<file path="src/sv/ddps_pkg.sv">
package ddps_pkg;

   // error, power, sum and fraction widths
   localparam int ERR_W = 26;
   localparam int PWR_W = 23;
   localparam int SUM_W = 38;
   localparam int FRAC_W = 16;

   // configuration register indexes
   localparam logic [2:0] CSR_TARGET      = 3'd0;
   localparam logic [2:0] CSR_MAX_POWER   = 3'd1;
   localparam logic [2:0] CSR_REVERSED    = 3'd2;
   localparam logic [2:0] CSR_CURVE       = 3'd3;
   localparam logic [2:0] CSR_CURVE_RIGHT = 3'd4;
   localparam logic [2:0] CSR_TIMEOUT     = 3'd5;
   localparam logic [2:0] CSR_KP          = 3'd6;
   localparam logic [2:0] CSR_SETTLE      = 3'd7;

   localparam int CSR_INDEX_W = 3;
   localparam int CSR_DATA_W  = 24;

   // request operations
   localparam logic OP_START = 1'b0;
   localparam logic OP_TICK  = 1'b1;

   // response status codes
   localparam logic [1:0] STATUS_RUNNING   = 2'd0;
   localparam logic [1:0] STATUS_SETTLED   = 2'd1;
   localparam logic [1:0] STATUS_TIMED_OUT = 2'd2;
   localparam logic [1:0] STATUS_IDLE      = 2'd3;

   // degrees to q8 inch, q16 scaled: round(pi/90 * 256 * 65536)
   localparam logic signed [ERR_W-1:0] DEG_TO_Q8 = 26'sd585635;
   localparam logic signed [ERR_W-1:0] ERR_MAX   = 26'sh1FFFFFF;
   localparam logic signed [ERR_W-1:0] ERR_MIN   = 26'sh2000000;
   localparam logic signed [ERR_W-1:0] BAND_Q8   = 26'sd128;
   localparam int OFFSET_A_Q16 = 15 * 65536;
   localparam int OFFSET_B     = 20;

   // reset values of configuration registers and counter limits
   localparam logic [6:0]  MAX_POWER_RST = 7'd127;
   localparam logic [15:0] TIMEOUT_RST   = 16'd250;
   localparam logic [9:0]  KP_RST        = 10'd154;
   localparam logic [5:0]  SETTLE_RST    = 6'd26;
   localparam logic [5:0]  BAND_CNT_MAX  = 6'd63;
   localparam logic [15:0] ELAPSED_MAX   = 16'hFFFF;

   typedef struct packed {
      logic load_req;
      logic step_mag;
      logic step_lo;
      logic step_hi;
      logic step_pos;
      logic step_err;
      logic step_kp;
      logic step_sum;
      logic finish;
   } cmd_type;

   typedef struct packed {
      logic active;
   } stat_type;

   function automatic logic signed [7:0] sat127(input logic signed [PWR_W:0] v);
      logic signed [7:0] r;
      if (v > 24'sd127) begin
         r = 8'sd127;
      end else if (v < -24'sd127) begin
         r = -8'sd127;
      end else begin
         r = v[7:0];
      end
      return r;
   endfunction

endpackage

</file>
<file path="src/sv/drive_distance_pd_settle.sv">
// tick beat while moving: the sequencer runs magnitude, lo, hi, position,
// error, kp and sum steps, three passes through the one shared multiplier,
// then the finish step, which waits until the output register is free
// start beat or tick while idle: straight to the finish step; a new beat waits until it ends
// reset (synchronous, active high) clears the move to idle, empties the output
// register and loads the configuration registers with their default values
module drive_distance_pd_settle #(
   parameter int ENCODER_WIDTH = 21
) (
   input  logic                             clock,
   input  logic                             reset,
   input  logic                             req_valid,
   output logic                             req_ready,
   input  logic                             req_op,
   input  logic signed [ENCODER_WIDTH-1:0]  req_encoder_degrees,
   output logic                             rsp_valid,
   input  logic                             rsp_ready,
   output logic signed [7:0]                rsp_left_power,
   output logic signed [7:0]                rsp_right_power,
   output logic [1:0]                       rsp_status,
   input  logic                             csr_wen,
   input  logic [ddps_pkg::CSR_INDEX_W-1:0] csr_index,
   input  logic [ddps_pkg::CSR_DATA_W-1:0]  csr_wdata
);

   ddps_pkg::cmd_type  cmd;
   ddps_pkg::stat_type stat;

   ddps_ctrl u_ctrl (
      .clock     (clock),
      .reset     (reset),
      .req_valid (req_valid),
      .req_ready (req_ready),
      .req_op    (req_op),
      .rsp_valid (rsp_valid),
      .rsp_ready (rsp_ready),
      .stat      (stat),
      .cmd       (cmd)
   );

   ddps_datapath #(
      .ENCODER_WIDTH (ENCODER_WIDTH)
   ) u_datapath (
      .clock               (clock),
      .reset               (reset),
      .req_op              (req_op),
      .req_encoder_degrees (req_encoder_degrees),
      .csr_wen             (csr_wen),
      .csr_index           (csr_index),
      .csr_wdata           (csr_wdata),
      .cmd                 (cmd),
      .stat                (stat),
      .rsp_left_power      (rsp_left_power),
      .rsp_right_power     (rsp_right_power),
      .rsp_status          (rsp_status)
   );

endmodule

</file>
<file path="src/sv/ddps_ctrl.sv">
module ddps_ctrl (
   input  logic              clock,
   input  logic              reset,
   input  logic              req_valid,
   output logic              req_ready,
   input  logic              req_op,
   output logic              rsp_valid,
   input  logic              rsp_ready,
   input  ddps_pkg::stat_type stat,
   output ddps_pkg::cmd_type  cmd
);

   localparam logic [3:0] S_IDLE = 4'd0;
   localparam logic [3:0] S_MAG  = 4'd1;
   localparam logic [3:0] S_LO   = 4'd2;
   localparam logic [3:0] S_HI   = 4'd3;
   localparam logic [3:0] S_POS  = 4'd4;
   localparam logic [3:0] S_ERR  = 4'd5;
   localparam logic [3:0] S_KP   = 4'd6;
   localparam logic [3:0] S_SUM  = 4'd7;
   localparam logic [3:0] S_FIN  = 4'd8;

   logic [3:0] state_ff, state_in;
   logic       rsp_valid_ff, rsp_valid_in;
   logic       accept;
   logic       out_free;

   assign req_ready = (state_ff == S_IDLE);
   assign accept    = req_valid && req_ready;
   assign out_free  = !rsp_valid_ff || rsp_ready;
   assign rsp_valid = rsp_valid_ff;

   always_comb begin
      state_in = state_ff;
      unique case (state_ff)
         S_IDLE: begin
            if (accept) begin
               // start beats and ticks while idle skip the datapath passes
               if (req_op == ddps_pkg::OP_START || !stat.active) begin
                  state_in = S_FIN;
               end else begin
                  state_in = S_MAG;
               end
            end
         end
         S_MAG: state_in = S_LO;
         S_LO:  state_in = S_HI;
         S_HI:  state_in = S_POS;
         S_POS: state_in = S_ERR;
         S_ERR: state_in = S_KP;
         S_KP:  state_in = S_SUM;
         S_SUM: state_in = S_FIN;
         S_FIN: begin
            if (out_free) begin
               state_in = S_IDLE;
            end
         end
         default: state_in = S_IDLE;
      endcase
   end

   always_comb begin
      cmd          = '0;
      cmd.load_req = accept;
      cmd.step_mag = (state_ff == S_MAG);
      cmd.step_lo  = (state_ff == S_LO);
      cmd.step_hi  = (state_ff == S_HI);
      cmd.step_pos = (state_ff == S_POS);
      cmd.step_err = (state_ff == S_ERR);
      cmd.step_kp  = (state_ff == S_KP);
      cmd.step_sum = (state_ff == S_SUM);
      cmd.finish   = (state_ff == S_FIN) && out_free;
   end

   always_comb begin
      rsp_valid_in = rsp_valid_ff;
      if (cmd.finish) begin
         rsp_valid_in = 1'b1;
      end else if (rsp_ready) begin
         rsp_valid_in = 1'b0;
      end
   end

   always_ff @(posedge clock) begin
      if (reset) begin
         state_ff     <= S_IDLE;
         rsp_valid_ff <= 1'b0;
      end else begin
         state_ff     <= state_in;
         rsp_valid_ff <= rsp_valid_in;
      end
   end

endmodule

</file>
<file path="src/sv/ddps_datapath.sv">
module ddps_datapath #(
   parameter int ENCODER_WIDTH = 21
) (
   input  logic                                 clock,
   input  logic                                 reset,
   input  logic                                 req_op,
   input  logic signed [ENCODER_WIDTH-1:0]      req_encoder_degrees,
   input  logic                                 csr_wen,
   input  logic [ddps_pkg::CSR_INDEX_W-1:0]     csr_index,
   input  logic [ddps_pkg::CSR_DATA_W-1:0]      csr_wdata,
   input  ddps_pkg::cmd_type                    cmd,
   output ddps_pkg::stat_type                   stat,
   output logic signed [7:0]                    rsp_left_power,
   output logic signed [7:0]                    rsp_right_power,
   output logic [1:0]                           rsp_status
);

   localparam int EW    = ENCODER_WIDTH;
   localparam int MAGW  = EW + 1;
   localparam int HIW   = (MAGW > 16) ? MAGW - 16 : 1;
   localparam int MAGPW = 16 + HIW;
   localparam int MULAW = (HIW > 16) ? HIW : 16;
   localparam int PRODW = MULAW + ddps_pkg::ERR_W + 1;
   localparam int POSMW = EW + 4;
   localparam int EFW   = ((EW + 5 > ddps_pkg::ERR_W) ? EW + 5 : ddps_pkg::ERR_W) + 1;
   localparam int ERRW  = ddps_pkg::ERR_W;
   localparam int PWRW  = ddps_pkg::PWR_W;
   localparam int SUMW  = ddps_pkg::SUM_W;

   // configuration registers
   logic signed [23:0] target_ff;
   logic [6:0]         maxp_ff;
   logic               rev_ff;
   logic [6:0]         curve_ff;
   logic               curve_right_ff;
   logic [15:0]        timeout_ff;
   logic [9:0]         kp_ff;
   logic [5:0]         settle_ff;

   // move state
   logic signed [EW-1:0]   zero_ff;
   logic signed [ERRW-1:0] last_ff;
   logic [5:0]             band_cnt_ff;
   logic [15:0]            elapsed_ff;
   logic                   active_ff;

   // captured beat and working registers
   logic                   op_ff;
   logic signed [EW-1:0]   enc_ff;
   logic [MAGPW-1:0]       mag_ff, mag_in;
   logic                   neg_ff, neg_in;
   logic signed [PRODW-1:0] prod_ff, prod_in;
   logic [19:0]            lo_sh_ff;
   logic signed [POSMW:0]  pos_ff, pos_in;
   logic signed [ERRW-1:0] err_ff, err_in;
   logic signed [PWRW-1:0] power_ff, power_in;

   logic signed [7:0] left_ff, left_in;
   logic signed [7:0] right_ff, right_in;
   logic [1:0]        status_ff, status_in;

   assign stat.active     = active_ff;
   assign rsp_left_power  = left_ff;
   assign rsp_right_power = right_ff;
   assign rsp_status      = status_ff;

   // configuration writes
   always_ff @(posedge clock) begin
      if (reset) begin
         target_ff      <= '0;
         maxp_ff        <= ddps_pkg::MAX_POWER_RST;
         rev_ff         <= 1'b0;
         curve_ff       <= '0;
         curve_right_ff <= 1'b0;
         timeout_ff     <= ddps_pkg::TIMEOUT_RST;
         kp_ff          <= ddps_pkg::KP_RST;
         settle_ff      <= ddps_pkg::SETTLE_RST;
      end else if (csr_wen) begin
         unique case (csr_index)
            ddps_pkg::CSR_TARGET:      target_ff      <= csr_wdata;
            ddps_pkg::CSR_MAX_POWER:   maxp_ff        <= csr_wdata[6:0];
            ddps_pkg::CSR_REVERSED:    rev_ff         <= csr_wdata[0];
            ddps_pkg::CSR_CURVE:       curve_ff       <= csr_wdata[6:0];
            ddps_pkg::CSR_CURVE_RIGHT: curve_right_ff <= csr_wdata[0];
            ddps_pkg::CSR_TIMEOUT:     timeout_ff     <= csr_wdata[15:0];
            ddps_pkg::CSR_KP:          kp_ff          <= csr_wdata[9:0];
            ddps_pkg::CSR_SETTLE:      settle_ff      <= csr_wdata[5:0];
            default: ;
         endcase
      end
   end

   // travel since zero point, as sign and magnitude
   logic signed [MAGW-1:0] delta;
   always_comb begin
      delta  = MAGW'(enc_ff) - MAGW'(zero_ff);
      neg_in = delta[MAGW-1];
      mag_in = MAGPW'(neg_in ? -delta : delta);
   end

   // shared multiplier: two passes for position, one for kp * error
   logic [MULAW-1:0]       mul_a;
   logic signed [ERRW-1:0] mul_b;
   always_comb begin
      if (cmd.step_lo) begin
         mul_a = MULAW'(mag_ff[15:0]);
         mul_b = ddps_pkg::DEG_TO_Q8;
      end else if (cmd.step_hi) begin
         mul_a = MULAW'(mag_ff[MAGPW-1:16]);
         mul_b = ddps_pkg::DEG_TO_Q8;
      end else begin
         mul_a = MULAW'(kp_ff);
         mul_b = err_ff;
      end
      prod_in = $signed({1'b0, mul_a}) * mul_b;
   end

   // (mag * c) >> 16 = hi * c + ((lo * c) >> 16)
   logic [PRODW-1:0]   pos_sum;
   logic [POSMW-1:0]   pos_mag;
   always_comb begin
      pos_sum = $unsigned(prod_ff) + PRODW'(lo_sh_ff);
      pos_mag = pos_sum[POSMW-1:0];
      pos_in  = neg_ff ? -$signed({1'b0, pos_mag}) : $signed({1'b0, pos_mag});
   end

   logic signed [EFW-1:0] err_full;
   always_comb begin
      err_full = EFW'(target_ff) - EFW'(pos_ff);
      if (err_full > EFW'(ddps_pkg::ERR_MAX)) begin
         err_in = ddps_pkg::ERR_MAX;
      end else if (err_full < EFW'(ddps_pkg::ERR_MIN)) begin
         err_in = ddps_pkg::ERR_MIN;
      end else begin
         err_in = err_full[ERRW-1:0];
      end
   end

   // pd sum in q16, truncated toward zero
   logic signed [ERRW:0]   diff;
   logic signed [SUMW-1:0] sum;
   logic signed [SUMW-1:0] sum_sh;
   logic                   round_up;
   always_comb begin
      diff     = (ERRW + 1)'(err_ff) - (ERRW + 1)'(last_ff);
      sum      = SUMW'(prod_ff) + (SUMW'(diff) <<< 8) + SUMW'(ddps_pkg::OFFSET_A_Q16);
      sum_sh   = sum >>> ddps_pkg::FRAC_W;
      round_up = sum[SUMW-1] && (sum[ddps_pkg::FRAC_W-1:0] != '0);
      power_in = PWRW'(sum_sh) + PWRW'(round_up) + PWRW'(ddps_pkg::OFFSET_B);
   end

   // finish: clamp, reverse, curve, settle and timeout
   logic signed [PWRW-1:0] maxp_s, pw_clamp, pw_rev;
   logic signed [PWRW:0]   curve_s, curved, other;
   logic                   in_band, settled, timed_out;
   logic [5:0]             cnt_next;
   logic [15:0]            elapsed_next;
   always_comb begin
      maxp_s   = PWRW'($signed({1'b0, maxp_ff}));
      curve_s  = (PWRW + 1)'($signed({1'b0, curve_ff}));
      pw_clamp = (power_ff > maxp_s) ? maxp_s : power_ff;
      pw_rev   = rev_ff ? -pw_clamp : pw_clamp;
      other    = (PWRW + 1)'(pw_rev);
      curved   = (pw_rev > 0) ? other - curve_s : other + curve_s;

      in_band      = (err_ff < ddps_pkg::BAND_Q8) && (err_ff > -ddps_pkg::BAND_Q8);
      cnt_next     = (band_cnt_ff == ddps_pkg::BAND_CNT_MAX) ? band_cnt_ff
                                                             : band_cnt_ff + 6'd1;
      elapsed_next = (elapsed_ff == ddps_pkg::ELAPSED_MAX) ? elapsed_ff
                                                           : elapsed_ff + 16'd1;
      settled      = in_band && (cnt_next >= settle_ff);
      timed_out    = elapsed_next > timeout_ff;

      left_in   = '0;
      right_in  = '0;
      status_in = ddps_pkg::STATUS_RUNNING;
      if (op_ff == ddps_pkg::OP_START) begin
         status_in = ddps_pkg::STATUS_RUNNING;
      end else if (!active_ff) begin
         status_in = ddps_pkg::STATUS_IDLE;
      end else if (settled) begin
         status_in = ddps_pkg::STATUS_SETTLED;
      end else if (timed_out) begin
         status_in = ddps_pkg::STATUS_TIMED_OUT;
      end else if (curve_right_ff) begin
         left_in  = ddps_pkg::sat127(other);
         right_in = ddps_pkg::sat127(curved);
      end else begin
         left_in  = ddps_pkg::sat127(curved);
         right_in = ddps_pkg::sat127(other);
      end
   end

   // move state
   always_ff @(posedge clock) begin
      if (reset) begin
         zero_ff     <= '0;
         last_ff     <= '0;
         band_cnt_ff <= '0;
         elapsed_ff  <= '0;
         active_ff   <= 1'b0;
      end else if (cmd.finish) begin
         if (op_ff == ddps_pkg::OP_START) begin
            zero_ff     <= enc_ff;
            last_ff     <= '0;
            band_cnt_ff <= '0;
            elapsed_ff  <= '0;
            active_ff   <= 1'b1;
         end else if (active_ff) begin
            last_ff     <= err_ff;
            band_cnt_ff <= in_band ? cnt_next : 6'd0;
            elapsed_ff  <= elapsed_next;
            if (settled || timed_out) begin
               active_ff <= 1'b0;
            end
         end
      end
   end

   // working registers
   always_ff @(posedge clock) begin
      if (cmd.load_req) begin
         op_ff  <= req_op;
         enc_ff <= req_encoder_degrees;
      end
      if (cmd.step_mag) begin
         mag_ff <= mag_in;
         neg_ff <= neg_in;
      end
      if (cmd.step_lo || cmd.step_hi || cmd.step_kp) begin
         prod_ff <= prod_in;
      end
      if (cmd.step_hi) begin
         lo_sh_ff <= prod_ff[35:16];
      end
      if (cmd.step_pos) begin
         pos_ff <= pos_in;
      end
      if (cmd.step_err) begin
         err_ff <= err_in;
      end
      if (cmd.step_sum) begin
         power_ff <= power_in;
      end
      if (cmd.finish) begin
         left_ff   <= left_in;
         right_ff  <= right_in;
         status_ff <= status_in;
      end
   end

endmodule

</file>
<file path="config.mk">
export PLATFORM = sky130hd
export DESIGN_NAME = drive_distance_pd_settle
export DESIGN_NICKNAME = d
export VERILOG_FILES = /design/src/sv/ddps_pkg.sv /design/src/sv/drive_distance_pd_settle.sv /design/src/sv/ddps_ctrl.sv /design/src/sv/ddps_datapath.sv
export SDC_FILE = /design/constraint.sdc
export NUM_CORES = 2
export LEC_CHECK = 0
export CORE_ASPECT_RATIO = 0.7
export CORE_MARGIN = 1.5
export CORE_UTILIZATION = 55
export CTS_CLUSTER_SIZE = 20
export DETAILED_ROUTE_END_ITERATION = 12
export DONT_BUFFER_PORTS = 1
export PLACE_DENSITY = 0.73
export SLEW_MARGIN = 5
export SYNTH_ARGS = -nofsm -noshare
export SYNTH_HDL_FRONTEND = slang
export SYNTH_HIERARCHICAL = 1
export SYNTH_SLANG_ARGS = --single-unit
</file>
<file path="constraint.sdc">
create_clock -name clock -period 9.7 [get_ports clock]
set_input_delay 1.94 -clock clock [delete_from_list [all_inputs] [get_ports clock]]
set_output_delay 1.94 -clock clock [all_outputs]
set_load 0.05 [all_outputs]
</file>
==> results.cfg <==
[logic_synthesis]
ys_top_cells_by_area = fa_1 20%, edfxtp_1 16%, ha_1 10%
synth_largest_area_cell = fa_1
synth_seq_area_share_pct = 24.6
synth_largest_type_area_fraction_pct = 20.4
yosys_warnings = 6
fraction_of_registers_with_async_set_reset_pct = 0
synth-edff-count = 196
netlist_instances = 4017
register_bit_total_from_synthesis = 343
synth_area_um2 = 35800
post_synth_num_cell_types = 103
synth_area_per_cell_um2 = 8.92
ys_dominant_reg_cell = edfxtp_1

[global_routing]
antenna_violations_before_repair = 2
globalRouteMet1Util_pct = 41.7
grt.overflow.total = 0
grt.busiest_layer = met1
gr-usage-met3_pct = 8.23
largest_net_degree_at_the_start_of_global_routing = 143
met2_usage_pct = 39.7
grt_first_pass_wirelength_um = 147000
first_global_vias = 26997
grt_use_total_pct = 28.0

[timing]
fmax_ghz = 0.110
slew_headroom_pct = 15.9
hold_slack_ps = 456
timing.final.hold_violations = 0
slew_viol_final = 0
finalSetupViolations = 0
timing.setup.tns_ps = 0
worst_clock_skew_ps = 35.8
period_share_pct = 94.0
period_needed_ps = 9110
worstMarginPinSlew_ps = 1260

[cells_and_area]
final_core_utilization_pct = 59.8
final_layout_size_suffix_gt1_share_pct = 5.28
fillers = 5647
number_of_antenna_repair_diodes = 0
layout.cells.most_common = inv_1
finish.net_count = 4779
syn2layout_area_growth_pct = 7.78
mostFrequentLayoutCells = 638 x inv_1, 502 x nand2_1, 365 x fa_1

[clock_tree]
clock_latency_ps = 550
htree_num_levels = 2
clk_pin_slew_worst_paths_ps = 60
largest_buffer_count_on_any_clock_path = 3
cts_hold_repair.buffers = 0
clk_root_buffer_cell = clkbuf_16
clock-sinks = 343
cts_inserted_buffers = 35
cts_tree = built

[die]
initial_utilization_pct = 55.5
placementRows = 78
die-height_um = 217
io_pins = 74
chipWidth_um = 308
dieArea_um2 = 66700
core_area_um2 = 64600

[worst_setup_path]
cpPeakStageDelay_ps = 590
worstSetupPathType = flip-flop to flip-flop
largest_fanout_on_the_critical_path = 5
cp-start-kind = flip-flop
crit_path_start = u_datapath/err_ff[0]
reg2reg_setup_slack_ps = 590
worstSetupEndpointType = flip-flop
worstReg2RegStart = u_datapath/err_ff[0]
slowest_stage_cell_on_the_critical_path = o41ai_1
cp.arrival_ps = 9410
crit_path_frequent_cell = a21oi_1
worst_ep_required_time_ps = 10000

[drt]
totalWireLength_um = 92700
dr.first_iter.drc_count = 2650
via_per_inst = 5.68
via_count = 28239
detail-route-antenna-nets = 0
detail_route.first_pass.iterations = 6
post_drt_wl_per_cell_um = 18.6
number_of_design_rule_violations_left_after_detail_routing = 0

[run]
drv.max_cap_violation_count = 0

[placed_design]
place_hpwl_um = 74000
portBuffers = 0
gp_congestion = 0.954

[hold_path]
worstHoldStart = u_datapath/zero_ff[6]
holdCritPathClass = flip-flop to flip-flop

[power_and_ir_drop]
cellLeakagePower_nw = 16.8
ir_drop_mv = 0.259
p_per_area_nw_per_um2 = 203

[status]
outcome = complete, no violations
## cell usage after synthesis (all sizes together), types with 21 or more instances
library cell and instances:
inv 639, nand2 503, fa 365, ha 298, nor2 269, a21oi 244, edfxtp 196, xnor2 184
dfxtp 147, o21ai 135, clkbuf 117, nor3 88, xor2 71, nand3 68, and2 56, or3 44
a22oi 40, nor2b 39, o21bai 38, nand2b 37, a21o 35, nor4 33, and3 31, nand4 27
mux2i 24, a31oi 23, a21boi 21
## kinds of logic (layout without fill, tap and decap cells)
kind of cell	count (synthesis)	count (layout)	synth area share, %
AOI/OAI and AO/OA	698	698	12.7
xor gates and xnor gates	255	255	6.25
adders and majority gates	666	666	30.9
buffers and inverters	774	779	8.22
DFF	343	343	24.6
muxes	30	30	0.859
other	2	69	0.0210
and+or+nand+nor	1249	1249	16.5
## layer usage
| layer | up-vias | part of all wire (%) |
|---|---|---|
| met5 | - | 0.11 |
| met4 | 8 | 2.5 |
| met3 | 170 | 11 |
| met2 | 1166 | 41 |
| met1 | 13562 | 45 |
| li1 | 13333 | - |
## registers in the layout, indices dropped and copies added, names as in the netlist, 2 cells and up
register / count
u_ctrl/state_ff: 4
u_datapath/band_cnt_ff: 6
u_datapath/curve_ff: 7
u_datapath/elapsed_ff: 16
u_datapath/enc_ff: 21
u_datapath/err_ff: 26
u_datapath/kp_ff: 10
u_datapath/last_ff: 26
u_datapath/lo_sh_ff: 20
u_datapath/mag_ff: 22
u_datapath/maxp_ff: 7
u_datapath/pos_ff: 26
u_datapath/power_ff: 23
u_datapath/prod_ff: 38
u_datapath/rsp_left_power: 8
u_datapath/rsp_right_power: 8
u_datapath/rsp_status: 2
u_datapath/settle_ff: 6
u_datapath/target_ff: 24
u_datapath/timeout_ff: 16
u_datapath/zero_ff: 21
## final cells by class
class | count | area, um2 | area share [%]
clock inverter | 17 | 204 | 0.528
multi-input combinational | 2967 | 24500 | 63.4
sequential | 343 | 8830 | 22.9
tap | 880 | 1100 | 2.85
timing repair buffer | 75 | 579 | 1.50
clock buffer | 47 | 1030 | 2.66
inverter | 640 | 2400 | 6.22
## where the power goes
part | switching, mW | internal (mW)
sequential | 0.0632 | 1.85
combinational | 2.50 | 2.00
clock | 0.603 | 0.836
total | 3.17 | 4.69
## repair_timing
item | CTS | global route
endpoints found under the setup margin | 0 | 27
gates resized for setup | 0 | 20
buffers inserted | 0 | 14
## per-stage QoR
stage | total power [mW] | instances | area, um2 | setup WS, ps
floorplan | 5.38 | 4084 | 36100 | 481
global placement | 6.29 | 4891 | 37200 | 444
detailed placement | 6.37 | 4891 | 37200 | 178
CTS | 7.83 | 4955 | 38400 | 82.7
global route | 8.51 | 4969 | 38600 | -25.4
finish | 7.86 | 4969 | 38600 | 587
## path summary, 6_finish.rpt
kind,to,depth (start not counted)
worst min-delay path,u_datapath/zero_ff[6],2
worst min register to register,u_datapath/zero_ff[6],2
worst max-delay path,u_datapath/power_ff[22],42
worst max register to register,u_datapath/power_ff[22],42
## worst max-delay path, delay by kind of cell, from the launching register on
family / cells / cell delay (ps)
XOR/XNOR: 1 / 210
AND/OR/NAND/NOR: 11 / 1960
buffers and inverters: 2 / 120
adder cells (fa/ha/maj): 6 / 1550
flip-flops: 1 / 390
AO/OA/AOI/OAI: 22 / 4630
Power figures use the tool's default switching activity.
